<file path="config.mk">
export PLATFORM = sky130hd
export DESIGN_NAME = list_mode_event_builder
export DESIGN_NICKNAME = d
export VERILOG_FILES = /design/src/rtl/core/lmeb_pkg.sv /design/src/rtl/core/lmeb_queue.sv /design/src/rtl/core/lmeb_front.sv /design/src/rtl/core/lmeb_back.sv /design/src/rtl/core/list_mode_event_builder.sv
export SDC_FILE = /design/constraint.sdc
export NUM_CORES = 1
export LEC_CHECK = 0
export BUFFER_PORTS_ARGS = -buffer_cell sky130_fd_sc_hd__buf_4
export CAP_MARGIN = 30
export CORE_MARGIN = 5
export CORE_UTILIZATION = 30
export CTS_BUF_LIST = sky130_fd_sc_hd__clkbuf_8
export DETAILED_ROUTE_END_ITERATION = 7
export HOLD_SLACK_MARGIN = 0.12
export SETUP_SLACK_MARGIN = 0.05
export SKIP_LAST_GASP = 1
export SYNTH_ARGS = -nofsm -noshare
export SYNTH_HDL_FRONTEND = slang
export SYNTH_SLANG_ARGS = --single-unit
</file>
<file path="constraint.sdc">
create_clock -name clk -period 9 [get_ports clk]
set_input_delay 0.9 -clock clk [delete_from_list [all_inputs] [get_ports clk]]
set_output_delay 0.9 -clock clk [all_outputs]
set_load 0.005 [all_outputs]
</file>
<file path="src/rtl/core/lmeb_pkg.sv">
// ----------------------------------------------------------------------------
// lmeb_pkg
// Shared types, register codes and word-format constants for the list-mode
// event builder.
// ----------------------------------------------------------------------------
package lmeb_pkg;

	// Detector count default and command queue depth
	localparam int DETECTORS_DEFAULT = 2;
	localparam int QUEUE_DEPTH       = 2;

	// Field widths
	localparam int WORD_W     = 32;
	localparam int TS_W       = 48;
	localparam int CH_W       = 12;
	localparam int VAL_W      = 16;
	localparam int TIME_W     = 64;
	localparam int CFG_DATA_W = 28;
	localparam int REG_IDX_W  = 3;

	// Configuration register indexes
	localparam logic [REG_IDX_W-1:0] REG_WINDOW_TICKS     = 3'd0;
	localparam logic [REG_IDX_W-1:0] REG_WRAP_LIMIT       = 3'd1;
	localparam logic [REG_IDX_W-1:0] REG_SLOW_ENERGY_BASE = 3'd2;
	localparam logic [REG_IDX_W-1:0] REG_SLOW_TIME_BASE   = 3'd3;
	localparam logic [REG_IDX_W-1:0] REG_FAST_ENERGY_BASE = 3'd4;
	localparam logic [REG_IDX_W-1:0] REG_FAST_TIME_BASE   = 3'd5;

	// Register reset values
	localparam logic [15:0]   WINDOW_TICKS_RST     = 16'd9;
	localparam logic [27:0]   WRAP_LIMIT_RST       = 28'h000001a;
	localparam logic [CH_W-1:0] SLOW_ENERGY_BASE_RST = 12'd64;
	localparam logic [CH_W-1:0] SLOW_TIME_BASE_RST   = 12'd80;
	localparam logic [CH_W-1:0] FAST_ENERGY_BASE_RST = 12'd72;
	localparam logic [CH_W-1:0] FAST_TIME_BASE_RST   = 12'd88;

	// Word format
	localparam logic [WORD_W-1:0] ADC_MASK    = 32'hc0000000;
	localparam logic [WORD_W-1:0] SYNC_MASK   = 32'hc0f00000;
	localparam logic [WORD_W-1:0] SYNC_MATCH  = 32'h80400000;
	localparam logic [WORD_W-1:0] FILLER_WORD = 32'h5e5e5e5e;
	localparam logic [TS_W-1:0]   TS_HIGH_KEEP = 48'hfffff0000000;
	localparam logic [TS_W-1:0]   WRAP_STEP    = 48'h000010000000;
	localparam logic [6:0]        IGNORED_CARD = 7'd99;
	localparam logic [2:0]        FAST_TIME_BAD_CODE = 3'b111;

	// Slot kinds carried from front to back
	typedef logic [2:0] kind_t;
	localparam kind_t KIND_NONE   = 3'd0;
	localparam kind_t KIND_SLOW_E = 3'd1;
	localparam kind_t KIND_SLOW_T = 3'd2;
	localparam kind_t KIND_FAST_E = 3'd3;
	localparam kind_t KIND_FAST_T = 3'd4;

	typedef struct packed {
		logic [15:0]     window_ticks;
		logic [27:0]     wrap_limit;
		logic [CH_W-1:0] slow_energy_base;
		logic [CH_W-1:0] slow_time_base;
		logic [CH_W-1:0] fast_energy_base;
		logic [CH_W-1:0] fast_time_base;
	} cfg_t;

	typedef struct packed {
		logic             close;
		kind_t            kind;
		logic [VAL_W-1:0] val;
		logic [TS_W-1:0]  ts;
	} cmd_t;

	typedef struct packed {
		logic [VAL_W-1:0]  slow_energy_0;
		logic [VAL_W-1:0]  fast_energy_0;
		logic [TIME_W-1:0] slow_time_0;
		logic [TIME_W-1:0] fast_time_0;
		logic [VAL_W-1:0]  slow_energy_1;
		logic [VAL_W-1:0]  fast_energy_1;
		logic [TIME_W-1:0] slow_time_1;
		logic [TIME_W-1:0] fast_time_1;
	} event_t;

endpackage

</file>
<file path="src/rtl/core/lmeb_queue.sv">
// ----------------------------------------------------------------------------
// lmeb_queue
// Small register FIFO that decouples the word decoder from the slot logic.
// ----------------------------------------------------------------------------
module lmeb_queue #(
	parameter int WIDTH = 1,
	parameter int DEPTH = lmeb_pkg::QUEUE_DEPTH
) (
	input  logic             clk,
	input  logic             arst_n,
	input  logic             wr_valid,
	output logic             wr_ready,
	input  logic [WIDTH-1:0] wr_data,
	output logic             rd_valid,
	input  logic             rd_ready,
	output logic [WIDTH-1:0] rd_data
);
	localparam int PTR_W = (DEPTH > 1) ? $clog2(DEPTH) : 1;
	localparam int CNT_W = $clog2(DEPTH + 1);

	logic [WIDTH-1:0] mem_q [DEPTH];
	logic [PTR_W-1:0] wr_ptr_q;
	logic [PTR_W-1:0] rd_ptr_q;
	logic [CNT_W-1:0] count_q;
	logic             wr_fire;
	logic             rd_fire;

	assign wr_ready = (count_q != CNT_W'(DEPTH));
	assign rd_valid = (count_q != '0);
	assign rd_data  = mem_q[rd_ptr_q];
	assign wr_fire  = wr_valid && wr_ready;
	assign rd_fire  = rd_valid && rd_ready;

	// Store entries
	always_ff @(posedge clk) begin
		if (wr_fire) begin
			mem_q[wr_ptr_q] <= wr_data;
		end
	end

	// Advance pointers and occupancy
	always_ff @(posedge clk or negedge arst_n) begin
		if (!arst_n) begin
			wr_ptr_q <= '0;
			rd_ptr_q <= '0;
			count_q  <= '0;
		end else begin
			if (wr_fire) begin
				wr_ptr_q <= (wr_ptr_q == PTR_W'(DEPTH - 1)) ? '0 : wr_ptr_q + 1'b1;
			end
			if (rd_fire) begin
				rd_ptr_q <= (rd_ptr_q == PTR_W'(DEPTH - 1)) ? '0 : rd_ptr_q + 1'b1;
			end
			case ({wr_fire, rd_fire})
				2'b10: count_q <= count_q + 1'b1;
				2'b01: count_q <= count_q - 1'b1;
				default: count_q <= count_q;
			endcase
		end
	end

endmodule

</file>
<file path="src/rtl/core/lmeb_front.sv">
// ----------------------------------------------------------------------------
// lmeb_front
// Word-pair decoder: drops filler, tracks the timestamp and wrap fix, decides
// event closure and classifies ADC channels into slot commands.
// ----------------------------------------------------------------------------
module lmeb_front #(
	parameter int DETECTORS = lmeb_pkg::DETECTORS_DEFAULT,
	parameter int DET_W     = 1
) (
	input  logic                  clk,
	input  logic                  arst_n,
	input  lmeb_pkg::cfg_t        cfg,
	input  logic                  in_valid,
	output logic                  in_ready,
	input  logic [31:0]           ts_word,
	input  logic [31:0]           data_word,
	output logic                  cmd_valid,
	input  logic                  cmd_ready,
	output lmeb_pkg::cmd_t        cmd,
	output logic [DET_W-1:0]      cmd_det
);
	import lmeb_pkg::*;

	logic [TS_W-1:0] ts_current_q;
	logic [TS_W-1:0] ts_previous_q;
	logic            wrap_applied_q;

	logic            in_fire;
	logic            is_filler;
	logic            is_adc;
	logic            is_sync;
	logic            is_card99;
	logic [CH_W-1:0] ch;
	logic [VAL_W-1:0] val;
	logic [TS_W-1:0] ts_merged;
	logic [TS_W-1:0] ts_adc;
	logic [TS_W-1:0] ts_sync;
	logic            apply_wrap;
	logic [TS_W:0]   step;
	logic            close;
	logic [CH_W-1:0] off_se;
	logic [CH_W-1:0] off_st;
	logic [CH_W-1:0] off_fe;
	logic [CH_W-1:0] off_ft;
	kind_t           kind;
	logic [DET_W-1:0] det;

	assign in_ready = cmd_ready;
	assign in_fire  = in_valid && in_ready;

	// Decode the word pair
	always_comb begin
		is_filler = ((ts_word == '0) && (data_word == '0)) ||
			((ts_word == FILLER_WORD) &&
			((data_word == FILLER_WORD) || (data_word == '1)));
		is_adc    = ((data_word & ADC_MASK) == ADC_MASK);
		is_sync   = ((data_word & SYNC_MASK) == SYNC_MATCH);
		ch        = data_word[27:16];
		val       = data_word[15:0];
		is_card99 = (ch[11:5] == IGNORED_CARD);
	end

	// Merge the timestamp, apply the wrap fix and measure the step
	always_comb begin
		ts_merged  = (ts_current_q & TS_HIGH_KEEP) | {16'b0, ts_word};
		apply_wrap = (ts_word <= {4'b0, cfg.wrap_limit}) && !wrap_applied_q;
		ts_adc     = apply_wrap ? ts_merged + WRAP_STEP : ts_merged;
		ts_sync    = {data_word[19:0], 28'b0} | {16'b0, ts_word};
		step       = {1'b0, ts_adc} - {1'b0, ts_previous_q};
		close      = !step[TS_W] && (step[TS_W-1:0] >= {32'b0, cfg.window_ticks});
	end

	// Classify the channel, slow energy first and fast time last
	always_comb begin
		off_se = ch - cfg.slow_energy_base;
		off_st = ch - cfg.slow_time_base;
		off_fe = ch - cfg.fast_energy_base;
		off_ft = ch - cfg.fast_time_base;
		kind   = KIND_NONE;
		det    = '0;
		if (off_se < CH_W'(DETECTORS)) begin
			kind = KIND_SLOW_E;
			det  = off_se[DET_W-1:0];
		end else if (off_st < CH_W'(DETECTORS)) begin
			kind = KIND_SLOW_T;
			det  = off_st[DET_W-1:0];
		end else if (off_fe < CH_W'(DETECTORS)) begin
			kind = KIND_FAST_E;
			det  = off_fe[DET_W-1:0];
		end else if (off_ft < CH_W'(DETECTORS)) begin
			det  = off_ft[DET_W-1:0];
			kind = (val[15:13] == FAST_TIME_BAD_CODE) ? KIND_NONE : KIND_FAST_T;
		end
	end

	// Hand ADC transactions to the back end
	assign cmd_valid = in_valid && !is_filler && is_adc && !is_card99;
	assign cmd.close = close;
	assign cmd.kind  = kind;
	assign cmd.val   = val;
	assign cmd.ts    = ts_adc;
	assign cmd_det   = det;

	// Update timestamp state
	always_ff @(posedge clk or negedge arst_n) begin
		if (!arst_n) begin
			ts_current_q   <= '0;
			ts_previous_q  <= '0;
			wrap_applied_q <= 1'b0;
		end else if (in_fire && !is_filler) begin
			if (is_adc) begin
				if (!is_card99) begin
					ts_current_q  <= ts_adc;
					ts_previous_q <= ts_adc;
					if (apply_wrap) begin
						wrap_applied_q <= 1'b1;
					end
				end
			end else if (is_sync) begin
				ts_current_q   <= ts_sync;
				wrap_applied_q <= 1'b0;
			end
		end
	end

endmodule

</file>
<file path="src/rtl/core/lmeb_back.sv">
// ----------------------------------------------------------------------------
// lmeb_back
// Slot keeper: holds the first energy and time per detector, emits the
// collected event on closure and stages it in the output register.
// ----------------------------------------------------------------------------
module lmeb_back #(
	parameter int DETECTORS = lmeb_pkg::DETECTORS_DEFAULT,
	parameter int DET_W     = 1
) (
	input  logic             clk,
	input  logic             arst_n,
	input  logic             cmd_valid,
	output logic             cmd_ready,
	input  lmeb_pkg::cmd_t   cmd,
	input  logic [DET_W-1:0] cmd_det,
	output logic             out_valid,
	input  logic             out_ready,
	output lmeb_pkg::event_t evt
);
	import lmeb_pkg::*;

	localparam int E_SLOTS = 2 * DETECTORS;
	localparam int F_SLOTS = 4 * DETECTORS;
	localparam int EIDX_W  = $clog2(E_SLOTS);
	localparam int FIDX_W  = $clog2(F_SLOTS);

	logic [VAL_W-1:0]  energy_q [E_SLOTS];
	logic [TIME_W-1:0] time_q   [E_SLOTS];
	logic [F_SLOTS-1:0] filled_q;
	logic              out_valid_q;
	event_t            evt_q;

	logic              pop;
	logic [50:0]       ts5;
	logic [TIME_W-1:0] t;
	logic [EIDX_W-1:0] eidx;
	logic [FIDX_W-1:0] fidx;
	logic              is_energy;
	logic              put_en;
	logic [F_SLOTS-1:0] filled_d;
	event_t            snap;

	assign pop       = cmd_valid && (!cmd.close || !out_valid_q || out_ready);
	assign cmd_ready = pop;
	assign out_valid = out_valid_q;
	assign evt       = evt_q;

	// Time is ts * 40960 + raw value, with 40960 = 5 << 13
	always_comb begin
		ts5 = 51'(cmd.ts) + (51'(cmd.ts) << 2);
		t   = {ts5, 13'b0} + {48'b0, cmd.val};
	end

	// Select the slot for this transaction
	always_comb begin
		eidx      = '0;
		fidx      = '0;
		is_energy = 1'b0;
		case (cmd.kind)
			KIND_SLOW_E: begin
				eidx      = EIDX_W'(cmd_det);
				fidx      = FIDX_W'(cmd_det);
				is_energy = 1'b1;
			end
			KIND_FAST_E: begin
				eidx      = EIDX_W'(DETECTORS) + EIDX_W'(cmd_det);
				fidx      = FIDX_W'(DETECTORS) + FIDX_W'(cmd_det);
				is_energy = 1'b1;
			end
			KIND_SLOW_T: begin
				eidx = EIDX_W'(cmd_det);
				fidx = FIDX_W'(2 * DETECTORS) + FIDX_W'(cmd_det);
			end
			KIND_FAST_T: begin
				eidx = EIDX_W'(DETECTORS) + EIDX_W'(cmd_det);
				fidx = FIDX_W'(3 * DETECTORS) + FIDX_W'(cmd_det);
			end
			default: begin
				eidx = '0;
				fidx = '0;
			end
		endcase
		put_en = (cmd.kind != KIND_NONE) && (cmd.close || !filled_q[fidx]);
	end

	// Next filled flags: clear on closure, then mark the slot taken
	always_comb begin
		filled_d = cmd.close ? '0 : filled_q;
		if (put_en) begin
			filled_d[fidx] = 1'b1;
		end
	end

	// Snapshot the event, empty slots read as zero
	always_comb begin
		snap = '0;
		snap.slow_energy_0 = filled_q[0] ? energy_q[0] : '0;
		snap.fast_energy_0 = filled_q[DETECTORS] ? energy_q[DETECTORS] : '0;
		snap.slow_time_0   = filled_q[2 * DETECTORS] ? time_q[0] : '0;
		snap.fast_time_0   = filled_q[3 * DETECTORS] ? time_q[DETECTORS] : '0;
		if (DETECTORS > 1) begin
			snap.slow_energy_1 = filled_q[1] ? energy_q[1] : '0;
			snap.fast_energy_1 = filled_q[DETECTORS + 1] ? energy_q[DETECTORS + 1] : '0;
			snap.slow_time_1   = filled_q[2 * DETECTORS + 1] ? time_q[1] : '0;
			snap.fast_time_1   = filled_q[3 * DETECTORS + 1] ? time_q[DETECTORS + 1] : '0;
		end
	end

	// Write slot data
	always_ff @(posedge clk) begin
		if (pop && put_en) begin
			if (is_energy) begin
				energy_q[eidx] <= cmd.val;
			end else begin
				time_q[eidx] <= t;
			end
		end
	end

	// Hold the event in the output register
	always_ff @(posedge clk) begin
		if (pop && cmd.close) begin
			evt_q <= snap;
		end
	end

	// Track filled slots and output valid
	always_ff @(posedge clk or negedge arst_n) begin
		if (!arst_n) begin
			filled_q    <= '0;
			out_valid_q <= 1'b0;
		end else begin
			if (pop) begin
				filled_q <= filled_d;
			end
			if (pop && cmd.close) begin
				out_valid_q <= 1'b1;
			end else if (out_ready) begin
				out_valid_q <= 1'b0;
			end
		end
	end

endmodule

</file>
<file path="src/rtl/core/list_mode_event_builder.sv">
// ----------------------------------------------------------------------------
// list_mode_event_builder: accepts one word pair per cycle (throughput 1).
// An event's closing pair passes through the queue, then into the output register.
// Input stalls only when a closing pair waits on an untaken event and the queue fills.
// Reset clears timestamps, wrap flag and slots; registers take defaults.
// ----------------------------------------------------------------------------
module list_mode_event_builder #(
	parameter int DETECTORS = lmeb_pkg::DETECTORS_DEFAULT
) (
	input  logic                                  clk,
	input  logic                                  arst_n,
	input  logic                                  cfg_wr_en,
	input  logic [lmeb_pkg::REG_IDX_W-1:0]        cfg_index,
	input  logic [lmeb_pkg::CFG_DATA_W-1:0]       cfg_data,
	input  logic                                  in_valid,
	output logic                                  in_ready,
	input  logic [31:0]                           ts_word,
	input  logic [31:0]                           data_word,
	output logic                                  out_valid,
	input  logic                                  out_ready,
	output logic [15:0]                           slow_energy_0,
	output logic [15:0]                           fast_energy_0,
	output logic [63:0]                           slow_time_0,
	output logic [63:0]                           fast_time_0,
	output logic [15:0]                           slow_energy_1,
	output logic [15:0]                           fast_energy_1,
	output logic [63:0]                           slow_time_1,
	output logic [63:0]                           fast_time_1
);
	import lmeb_pkg::*;

	localparam int DET_W = (DETECTORS > 1) ? $clog2(DETECTORS) : 1;
	localparam int Q_W   = $bits(cmd_t) + DET_W;

	cfg_t             cfg_q;
	logic             f_valid;
	logic             f_ready;
	cmd_t             f_cmd;
	logic [DET_W-1:0] f_det;
	logic             b_valid;
	logic             b_ready;
	cmd_t             b_cmd;
	logic [DET_W-1:0] b_det;
	logic [Q_W-1:0]   b_data;
	event_t           evt;

	// Write configuration registers
	always_ff @(posedge clk or negedge arst_n) begin
		if (!arst_n) begin
			cfg_q.window_ticks     <= WINDOW_TICKS_RST;
			cfg_q.wrap_limit       <= WRAP_LIMIT_RST;
			cfg_q.slow_energy_base <= SLOW_ENERGY_BASE_RST;
			cfg_q.slow_time_base   <= SLOW_TIME_BASE_RST;
			cfg_q.fast_energy_base <= FAST_ENERGY_BASE_RST;
			cfg_q.fast_time_base   <= FAST_TIME_BASE_RST;
		end else if (cfg_wr_en) begin
			case (cfg_index)
				REG_WINDOW_TICKS:     cfg_q.window_ticks     <= cfg_data[15:0];
				REG_WRAP_LIMIT:       cfg_q.wrap_limit       <= cfg_data[27:0];
				REG_SLOW_ENERGY_BASE: cfg_q.slow_energy_base <= cfg_data[CH_W-1:0];
				REG_SLOW_TIME_BASE:   cfg_q.slow_time_base   <= cfg_data[CH_W-1:0];
				REG_FAST_ENERGY_BASE: cfg_q.fast_energy_base <= cfg_data[CH_W-1:0];
				REG_FAST_TIME_BASE:   cfg_q.fast_time_base   <= cfg_data[CH_W-1:0];
				default: cfg_q <= cfg_q;
			endcase
		end
	end

	lmeb_front #(
		.DETECTORS (DETECTORS),
		.DET_W     (DET_W)
	) u_front (
		.clk       (clk),
		.arst_n    (arst_n),
		.cfg       (cfg_q),
		.in_valid  (in_valid),
		.in_ready  (in_ready),
		.ts_word   (ts_word),
		.data_word (data_word),
		.cmd_valid (f_valid),
		.cmd_ready (f_ready),
		.cmd       (f_cmd),
		.cmd_det   (f_det)
	);

	lmeb_queue #(
		.WIDTH (Q_W),
		.DEPTH (QUEUE_DEPTH)
	) u_queue (
		.clk      (clk),
		.arst_n   (arst_n),
		.wr_valid (f_valid),
		.wr_ready (f_ready),
		.wr_data  ({f_cmd, f_det}),
		.rd_valid (b_valid),
		.rd_ready (b_ready),
		.rd_data  (b_data)
	);

	assign b_cmd = b_data[Q_W-1:DET_W];
	assign b_det = b_data[DET_W-1:0];

	lmeb_back #(
		.DETECTORS (DETECTORS),
		.DET_W     (DET_W)
	) u_back (
		.clk       (clk),
		.arst_n    (arst_n),
		.cmd_valid (b_valid),
		.cmd_ready (b_ready),
		.cmd       (b_cmd),
		.cmd_det   (b_det),
		.out_valid (out_valid),
		.out_ready (out_ready),
		.evt       (evt)
	);

	// Break the event out to the ports
	assign slow_energy_0 = evt.slow_energy_0;
	assign fast_energy_0 = evt.fast_energy_0;
	assign slow_time_0   = evt.slow_time_0;
	assign fast_time_0   = evt.fast_time_0;
	assign slow_energy_1 = evt.slow_energy_1;
	assign fast_energy_1 = evt.fast_energy_1;
	assign slow_time_1   = evt.slow_time_1;
	assign fast_time_1   = evt.fast_time_1;

endmodule

</file>
## After elaboration in Yosys (flattened, before gate mapping)

Memory sizes are Yosys's and may differ from the RTL's. A register that Yosys moved wholly into a read port is not among the register bits.
Index checks and enable logic that the tools add are counted.

| operators by class | value |
|---|---|
| bitwise gates (word level) | 4 |
| reductions and logical operators | 56 |
| mux-type cells | 39 |
| $lt $le $gt $ge | 8 |
| add/sub/neg operators | 16 |
| equality and inequality tests | 21 |
| $mul | 0 |
| shift operators | 0 |
| divide/modulo/power cells | 0 |

Operators by type and width:

| cell | number |
|---|---|
| $mux 48 | 4 |
| $or 48x32->48 | 2 |
| $add 64x16->64 | 1 |
| $eq 32x31->1 const B | 2 |
| $logic_not 32->1 | 2 |
| $add 48x50->51 | 1 |
| $sub 48x48->49 | 1 |
| $add 48x29->48 const B | 1 |
| $ge 48x16->1 | 1 |
| $lt 12x2->1 const B | 4 |
| $sub 12x12->12 | 4 |
| $eq 32x32->1 const B | 1 |
| $le 32x28->1 | 1 |
| $mux 1 | 23 |
| $logic_and 1x1->1 | 16 |
| $mux 8 | 2 |
| $logic_not 1->1 | 15 |
| $mux 3 | 5 |
| $eq 3x2->1 const B | 4 |
| $eq 3x3->1 const B | 4 |
| $pmux 3 s4 | 1 |
| $reduce_and 2->1 | 6 |
| $or 8x8->8 | 1 |
| $pmux 2 s2 | 2 |
| 25 further kinds | 40 |

| storage, ports and cells | value |
|---|---|
| ROM bits | 0 |
| input port bits | 100 |
| RAM bits | 458 |
| output and inout port bits | 322 |
| flip-flop bits (word level) | 202 |
| memories | 3 |
| logic and storage cells | 161 |
| bits in latches | 0 |

Memory list:

| memory | depth | width | read ports | clocked after Yosys merged registers in | wr ports | RTL line | source |
|---|---|---|---|---|---|---|---|
| u_back.time_q | 4 | 64 | 4 | 4 | 1 | lmeb_back.sv:28 | `logic [TIME_W-1:0] time_q [E_SLOTS];` |
| u_queue.mem_q | 2 | 69 | 1 | 0 | 1 | lmeb_queue.sv:21 | `logic [WIDTH-1:0] mem_q [DEPTH];` |
| u_back.energy_q | 4 | 16 | 4 | 4 | 1 | lmeb_back.sv:27 | `logic [VAL_W-1:0] energy_q [E_SLOTS];` |

## Longest topological paths before layout

Gate-level depths: netlist of the first run.

| depth | value |
|---|---|
| word-level depth | 11 |
| gate-level depth with buffers | 25 |
| depth with buffers taken out | 23 |

## Cells and area by module

From an unflattened synthesis of the first run, not the netlist that was laid out.

| unflattened totals | value |
|---|---|
| cells, all modules | 3576 |
| area total of the unflattened synthesis | 46091.7 µm² |

By module, submodules not included:

| module | seq. area each (µm²) | cells an instance | times used | area each (µm²) |
|---|---|---|---|---|
| lmeb_back | 19443.6 | 1751 | 1 | 26619.3 |
| lmeb_front | 1726.7 | 1395 | 1 | 10515.1 |
| lmeb_queue | 4244.1 | 232 | 1 | 5465.2 |
| list_mode_event_builder | 2318.5 | 198 | 1 | 3492.1 |

## Least setup slack after synthesis of the first run

OpenSTA, ideal clock, no wires.

| path | value |
|---|---|
| kind | register to register |
| start point | reg u_queue.rd_ptr_q |
| end point | reg u_back.evt[0] (netlist name) |
| arrival time | 7.839 ns |
| required time | 8.332 ns |
| cell stages (with the launch flop) | 7 |
| slack | 0.493 ns |
| clock period less this slack | 8.507 ns |
| setup time | 0.668 ns |
| path buffers | 2 |
| cells stage by stage | dfrtp_1 > buf_1 > mux2i_1 > o22ai_1 > or2_2 > clkbuf_1 > inv_1 |

| between the ends | value |
|---|---|
| word-level cells in the longest chain between the ends | 6 |

Ends and longest elaborated chain:

| item | RTL line | source |
|---|---|---|
| start, declared | lmeb_queue.sv:23 | `logic [PTR_W-1:0] rd_ptr_q;` |
| start signal, assigned | lmeb_queue.sv:52 | `rd_ptr_q <= (rd_ptr_q == PTR_W'(DEPTH - 1)) ? '0 : rd_ptr_q + 1'b1;` |
| $mem_v2 2x69 * | -- |  |
| $logic_not 1->1 | lmeb_back.sv:43 | `assign pop = cmd_valid && (!cmd.close \|\| !out_valid_q \|\| out_ready);` |
| $logic_or 1x1->1 (2 in a row) | lmeb_back.sv:43 |  |
| $logic_and 1x1->1 | lmeb_back.sv:43 |  |
| $logic_and 1x1->1 * | lmeb_back.sv:122 | `if (pop && cmd.close) begin` |

Every way passes the cells marked *; elsewhere a longest branch is shown, timed or not.
A chain may end at the register's enable or synchronous reset.

==> results of run 1 <==
[report_power, final]
part           internal, W  switching, W  total [W]
Combinational      0.00304       0.00542    0.00846
Clock              0.00189       0.00180    0.00369
Sequential         0.00675      0.000502    0.00725
[per-stage QoR]
stage / hold WS (ns) / setup WS [ns]
6_report: 0.219 / 2.01
5_1_grt: 0.148 / 1.39
4_1_cts: 0.120 / 1.51
3_5_place_dp: 0.478 / 0.867
3_3_place_gp: 0.467 / 1.12
2_1_floorplan: 0.449 / 0.493
[kinds of logic (layout without fill, tap and decap cells)]
kind of cell / after synthesis / count (layout) / synth area share (%)
AO/OA/AOI/OAI: 737 / 737 / 10.7
AND/OR/NAND/NOR: 1208 / 1208 / 14.2
XOR/XNOR: 141 / 141 / 2.73
adder cells (fa/ha/maj): 194 / 194 / 5.45
multiplexers: 124 / 124 / 3.00
buffers and inverters: 346 / 948 / 2.91
other: 0 / 6 / 0
flip-flops: 952 / 952 / 60.9
[path summary, 6_finish.rpt]
check / startpoint / to / slack (ns) / cells past startpoint
hold / removal: cfg_data[24] / cfg_q[72] / 0.22 / 3
setup reg to reg: cfg_q[65] / u_queue.mem_q[0][68] / 2.01 / 24
hold reg to reg: u_front.ts_previous_q[0] / u_front.ts_previous_q[0] / 0.49 / 2
max in group asynchronous: arst_n / u_back.filled_q[5] / 7.19 / 4
min in group asynchronous: arst_n / u_front.ts_previous_q[26] / 0.42 / 2
setup / recovery: cfg_q[65] / u_queue.mem_q[0][68] / 2.01 / 24
[sequential cells by signal, indices dropped and copies added (netlist names)]
| register | cells |
|---|---|
| u_front.wrap_applied_q | 1 |
| u_back.filled_q | 8 |
| u_queue.rd_ptr_q | 1 |
| u_queue.count_q | 2 |
| u_front.ts_previous_q | 48 |
| u_queue.wr_ptr_q | 1 |
| cfg_q | 92 |
| u_back.evt | 320 |
| u_back.time_q | 256 |
| u_queue.mem_q | 138 |
| u_back.out_valid | 1 |
| u_front.ts_current_q | 20 |
| u_back.energy_q | 64 |
[worst max-delay path: stages, from the launching register on]
cell,delay [ns]
dfrtp_1,0.36
inv_1,0.07
ha_1,0.24
a21o_1,0.18
a21o_1,0.17
a21oi_1,0.17
o21a_1,0.16
nor2_1,0.05
a2111oi_0,0.34
dlymetal6s2s_1,0.25
o2111ai_1,0.36
a21o_1,0.61
nor2_1,0.34
xnor2_1,0.15
ha_1,0.54
nand2_1,0.23
nor2_1,0.31
nand3_1,0.28
o221ai_1,0.53
nor2_1,0.13
xnor2_1,0.17
a2111oi_0,0.31
nand4_1,0.21
nor4_1,0.38
a32oi_1,0.17
[layer usage]
layer | track usage, % | wire, um
met5 | 0 | 34
met4 | 4.97 | 3260
met3 | 3.50 | 9230
met2 | 27.4 | 64600
met1 | 22.9 | 61400
[layout make-up]
| class | count | area, sq um |
|---|---|---|
| Inverter | 207 | 785 |
| Timing Repair Buffer | 458 | 3510 |
| Multi-Input combinational cell | 2404 | 16500 |
| Tap cell | 2030 | 2540 |
| Fill cell | 14900 | 97200 |
| Sequential cell | 952 | 27700 |
| Antenna cell | 6 | 15.0 |
| Clock inverter | 111 | 657 |
| Clock buffer | 172 | 2370 |
[layout by cell type, fill, tap and decap left out, drive strengths merged, types with 84 or more instances in the layout]
cell type | synthesis | routed
nor2 | 160 | 160
edfxtp | 778 | 778
clkbuf | 125 | 172
nand3 | 84 | 84
nand2 | 281 | 281
and2 | 335 | 335
dfrtp | 161 | 161
o21ai | 189 | 189
a21oi | 170 | 170
inv | 207 | 264
ha | 187 | 187
xnor2 | 91 | 91
mux2 | 101 | 101
buf | 14 | 455
==> flow_metrics.env, run 1 <==
export IMPL_drive_above_1_share_pct=19.9
export IMPL_tns_ns=0
export IMPL_root_buffer="clkbuf_8"
export IMPL_synth_top_flop_cell="edfxtp_1"
export IMPL_hold_viol=0
export IMPL_synthArstFlopShare_pct=18.3
export IMPL_fin_area_sq_um=54100
export IMPL_dieHeight_um=399
export IMPL_final_max_slew_violation_count=0
export IMPL_synth_area_leaders="edfxtp_1, dfrtp_1, ha_1"
export IMPL_wl_um=139000
export IMPL_cp_required_ns=9.60
export IMPL_core_area_sq_um=151000
export IMPL_numCtsBuffers=162
export IMPL_clock_fmax_ghz=0.143
export IMPL_drt_first_pass_iters=6
export IMPL_clockBufferDepth=3
export IMPL_grt_overflow_total=0
export IMPL_cts_hold_buf=1
export IMPL_postCtsSetupBuffers=0
export IMPL_synth_cells=3702
export IMPL_grt_pass1_vias=30600
export IMPL_maxSlewHeadroom_pct=32.7
export IMPL_insertion_delay_ns=0.88
export IMPL_fp_dieW_um=399
export IMPL_max_cap_violations=0
export IMPL_synth_cell_area_sq_um=45500
export IMPL_wl_per_cell_um=21.9
export IMPL_fin_crit_sh_pct=77.7
export IMPL_path_class="reg -> reg"
export IMPL_placedCellCount=6047
export IMPL_worstMarginPinSlew_ns=1.01
export IMPL_cts_reportedPaths_clkPinSlew_ns=0.06
export IMPL_status="finished clean"
export IMPL_peakVddDrop_v=0.000203
export IMPL_grt_antenna_before_repair=12
export IMPL_ios=422
export IMPL_grt_setup_unrepaired="false"
export IMPL_syn_avg_cell_area_sq_um=12.3
export IMPL_grt_pass1_wl_um=201000
export IMPL_cts_tree="built"
export IMPL_htreeDepth=4
export IMPL_yosys_top_cells_count="edfxtp_1, and2_1, nand2_1, inv_1, ha_1"
export IMPL_ys_warnings_count=0
export IMPL_p_leak_nw=20.7
export IMPL_drcViolationCount=0
export IMPL_fin_nets=4479
export IMPL_crit_path_start_kind="flip-flop"
export IMPL_yosys_area_top_type="edfxtp_1"
export IMPL_placed_cell_area_sq_um=51000
export IMPL_rows=143
export IMPL_utilization_pct=35.8
export IMPL_hp_class="in -> reg"
export IMPL_cts_sinks=952
export IMPL_period_needed_ns=6.99
export IMPL_critPathArrivalTime_ns=7.59
export IMPL_ys_seq_area_share_pct=60.9
export IMPL_p_per_area_nw_per_um2=359
export IMPL_stdcell_count=6340
export IMPL_dp_hpwl_um=100000
export IMPL_synth_net_count=3996
export IMPL_cts_resized=0
export IMPL_p_total_w=0.0194
export IMPL_track_usage_pct=16.9
export IMPL_grt_max_degree=132
export IMPL_place_gp_congestion=0.911
export IMPL_die_area_sq_um=160000
export IMPL_vias=31400
export IMPL_final_setup_viol_count=0
export IMPL_endpoint_kind="flip-flop"
export IMPL_initial_core_util_pct=30.1
export IMPL_ys_ff_latch=952
export IMPL_fin_skew_ns=0.0469
export IMPL_synth_most_common_cell="edfxtp_1"
export IMPL_via_per_inst=4.95
export IMPL_synth_edff_count=778
export IMPL_area_delta_synth_final_pct=18.9
export IMPL_drtAntennaViolNets=0
export IMPL_synth_top_area_share_pct=51.3
export IMPL_io_buffers=421
export IMPL_cp_max_fo=20
export IMPL_drtIter0Drc=2391
export IMPL_synth_distinct_cells=102
Note: power is estimated with default switching activity, not from simulation.
==> run 2, diff against run 1 <==
--- a/config.mk
+++ b/config.mk
@@ -5,6 +5,7 @@
 export SDC_FILE = /design/constraint.sdc
 export NUM_CORES = 1
 export LEC_CHECK = 0
+export ABC_AREA = 1
 export BUFFER_PORTS_ARGS = -buffer_cell sky130_fd_sc_hd__buf_4
 export CAP_MARGIN = 30
 export CORE_MARGIN = 5
==> constraint.sdc (replaced) <==
create_clock -name clk -period 5.6 [get_ports clk]
set_input_delay 0.56 -clock clk [delete_from_list [all_inputs] [get_ports clk]]
set_output_delay 0.56 -clock clk [all_outputs]
set_load 0.005 [all_outputs]
==> run 2 against run 1 <==
  * Clock skew grew 0.020 ns
  * Highest routed layer unchanged
  * Largest power group unchanged
  * Synthesized area grew 6.8%
  * Count of clock-buffer cells in the layout grew 6
  * Critical path depth shrank 6
==> flow_metrics.env, run 2 <==
export IMPL_status="finished clean"
export IMPL_post_place_ws_ns=0.709
export IMPL_largest_reg_flops=320
export IMPL_fin_nets=6399
export IMPL_yosys_area_top_type="edfxtp_1"
export IMPL_io_buffers=421
export IMPL_final_max_slew_violation_count=0
export IMPL_drt_first_pass_iters=5
export IMPL_grt_pass1_vias=36200
export IMPL_p_comb_share_pct=47.8
export IMPL_placedCellCount=8009
export IMPL_root_buffer="clkbuf_8"
export IMPL_critPathArrivalTime_ns=5.29
export IMPL_cp_max_fo=39
export IMPL_synth_net_count=5774
export IMPL_place_gp_congestion=0.932
export IMPL_synth_area_leaders="edfxtp_1, nand2_1, dfrtp_1"
export IMPL_hp_class="in -> async"
export IMPL_grt_antenna_before_repair=8
export IMPL_maxSlewHeadroom_pct=33.0
export IMPL_drive_above_1_share_pct=12.7
export IMPL_vias=37700
export IMPL_ys_seq_area_share_pct=57.1
export IMPL_crit_path_end="u_back.time_q[1][36]"
export IMPL_critPathLaunch="u_queue.rd_ptr_q"
export IMPL_cts_tree="built"
export IMPL_worstMarginPinSlew_ns=1.01
export IMPL_peakVddDrop_v=0.000319
export IMPL_synth_distinct_cells=54
export IMPL_swShare_pct=44.3
export IMPL_dieHeight_um=413
export IMPL_wl_um=154000
export IMPL_synth_edff_count=778
export IMPL_rows=147
export IMPL_p_per_area_nw_per_um2=591
export IMPL_track_usage_pct=17.7
export IMPL_critical_path_slowest_cell="xnor2_1"
export IMPL_postCtsSetupBuffers=0
export IMPL_layout_commonest_cell="nand2_1"
export IMPL_cp_slowest_stage_delay_ns=0.46
export IMPL_initial_core_util_pct=30.2
export IMPL_synth_cell_area_sq_um=48600
export IMPL_clockBufferDepth=3
export IMPL_hold_viol=0
export IMPL_drtAntennaViolNets=0
export IMPL_stdcell_count=8401
export IMPL_yosys_top_cells_count="nand2_1, inv_1, edfxtp_1, nor2_1, nand3_1"
export IMPL_htreeDepth=4
export IMPL_crit_top_cell="nand2_1"
export IMPL_numCtsBuffers=164
export IMPL_crit_family="simple AND/OR/NAND/NOR gates"
export IMPL_die_area_sq_um=170000
export IMPL_period_needed_ns=4.71
export IMPL_ios=422
export IMPL_via_per_inst=4.49
export IMPL_drtIter0Drc=3083
export IMPL_fin_crit_sh_pct=84.1
export IMPL_drcViolationCount=0
export IMPL_crit_path_start_kind="flip-flop"
export IMPL_core_area_sq_um=161000
export IMPL_grt_max_degree=168
export IMPL_wl_per_cell_um=18.3
export IMPL_fp_dieW_um=413
export IMPL_critPathBufInv=3
export IMPL_rr_endpoint="u_back.time_q[1][36]"
export IMPL_cp_required_ns=6.18
export IMPL_synth_top_flop_cell="edfxtp_1"
export IMPL_insertion_delay_ns=0.89
export IMPL_synth_most_common_cell="nand2_1"
export IMPL_synthArstFlopShare_pct=18.3
export IMPL_syn_avg_cell_area_sq_um=8.87
export IMPL_area_delta_synth_final_pct=20.7
export IMPL_grt_overflow_total=0
export IMPL_ys_warnings_count=0
export IMPL_setup_slack_ns=0.889
export IMPL_ys_ff_latch=952
export IMPL_clock_fmax_ghz=0.212
export IMPL_power_switching_w=0.0154
export IMPL_worstRegToRegCells=18
export IMPL_dp_hpwl_um=115000
export IMPL_final_cell_mix="nand2_1, inv_1, edfxtp_1"
export IMPL_p_int_w=0.0193
export IMPL_cp_num_cells=18
export IMPL_fin_skew_ns=0.0667
export IMPL_seqPwrFrac_pct=35.1
export IMPL_share_clk_of_total_power_pct=17.1
export IMPL_synth_top_area_share_pct=48.1
export IMPL_path_cells="inv_4 -> buf_4 -> or2_2 -> o21ai_0 -> inv_1 -> ha_1 -> nand3_1 -> nand2_1 -> nand2_1 -> nor2_1 -> nand2_1 -> nor2_1 -> nand2_1 -> nor2_4 -> nand4_1 -> nor2_1 -> nand4_1 -> xnor2_1"
export IMPL_p_leak_nw=28.5
export IMPL_grt_pass1_wl_um=227000
export IMPL_rrSetupSlack_ns=0.89
export IMPL_final_setup_viol_count=0
export IMPL_grt_setup_unrepaired="false"
export IMPL_num_fill_cells=16500
export IMPL_synth_cells=5480
export IMPL_cts_sinks=952
export IMPL_endpoint_kind="flip-flop"
export IMPL_r2r_start="u_queue.rd_ptr_q"
export IMPL_cts_reportedPaths_clkPinSlew_ns=0.06
export IMPL_path_class="reg -> reg"
export IMPL_max_cap_violations=0
export IMPL_tns_ns=0
-- run 2: changes by cell type after synthesis, sizes merged, moves of 64 or more --
cell,before,now
nand2,281,1879
mux2,101,0
inv,207,1071
xnor2,91,27
nor2,160,384
nand3,84,220
and2,335,4
-- run 2: what timing repair did --
action	in CTS	in global routing
gates resized for setup	0	0
hold buffers	90	0
hold endpoints to repair	269	0
-- run 2: final cells by class --
cell class / count / area (sq um) / area share (%)
Inverter: 1075 / 4040 / 6.89
Clock inverter: 117 / 596 / 1.02
Multi-Input combinational cell: 3360 / 16600 / 28.3
Antenna cell: 7 / 17.5 / 0.0299
Tap cell: 2160 / 2700 / 4.61
Sequential cell: 952 / 27700 / 47.3
Clock buffer: 178 / 2450 / 4.18
Timing Repair Buffer: 552 / 4530 / 7.73
-- run 2: logic make-up (layout without fill, tap and decap cells) --
family          count (synthesis)  count (layout)  share of synthesized area, %
simple gates                 2685            2685                          22.7
flops                         952             952                          57.1
buf+inv                      1168            1922                          9.03
fa+ha+maj                     194             194                          5.10
xor+xnor                      116             116                          2.14
compound gates                365             365                          4.00
other cells                     0               7                             0
-- run 2: metrics by stage --
step	util, %	power (W)	area (sq um)	hold slack, ns
2_1_floorplan	-	0.0220	48700	0.264
3_3_place_gp	34.0	0.0287	54600	0.463
3_5_place_dp	34.0	0.0289	54700	0.467
4_1_cts	36.5	0.0350	58600	0.125
5_1_grt	36.5	0.0373	58600	0.213
6_report	36.5	0.0347	58700	0.229
-- run 2: worst min-delay path by stage --
stage                        startpoint  cells after the start                   endpoint
3_3_place_gp   u_front.ts_current_q[30]                      2   u_front.ts_current_q[30]
3_5_place_dp   u_front.ts_current_q[30]                      2   u_front.ts_current_q[30]
4_1_cts                          arst_n                      2  u_front.ts_previous_q[45]
2_1_floorplan                    arst_n                      0                   cfg_q[0]
6_report                         arst_n                      2  u_front.ts_previous_q[15]
5_1_grt                   data_word[17]                      5   u_front.ts_current_q[45]
-- run 2: layer usage --
metal  GRT usage [%]  wire [um]  vias to the layer above
met5               0         11                        -
met4            4.73       3730                        2
met3            3.37       9930                      198
met2            29.3      71500                     1123
met1            23.7      68500                    17700
li1                -          -                    18700
-- run 2: power by group through the flow --
stage	Sequential (W)	Combinational, W	Clock, W
after floorplan	0.0122	0.00978	0
after global placement	0.0123	0.0164	0
after detailed placement	0.0123	0.0166	0
after CTS	0.0122	0.0167	0.00613
after global routing	0.0124	0.0185	0.00644
final	0.0122	0.0166	0.00592
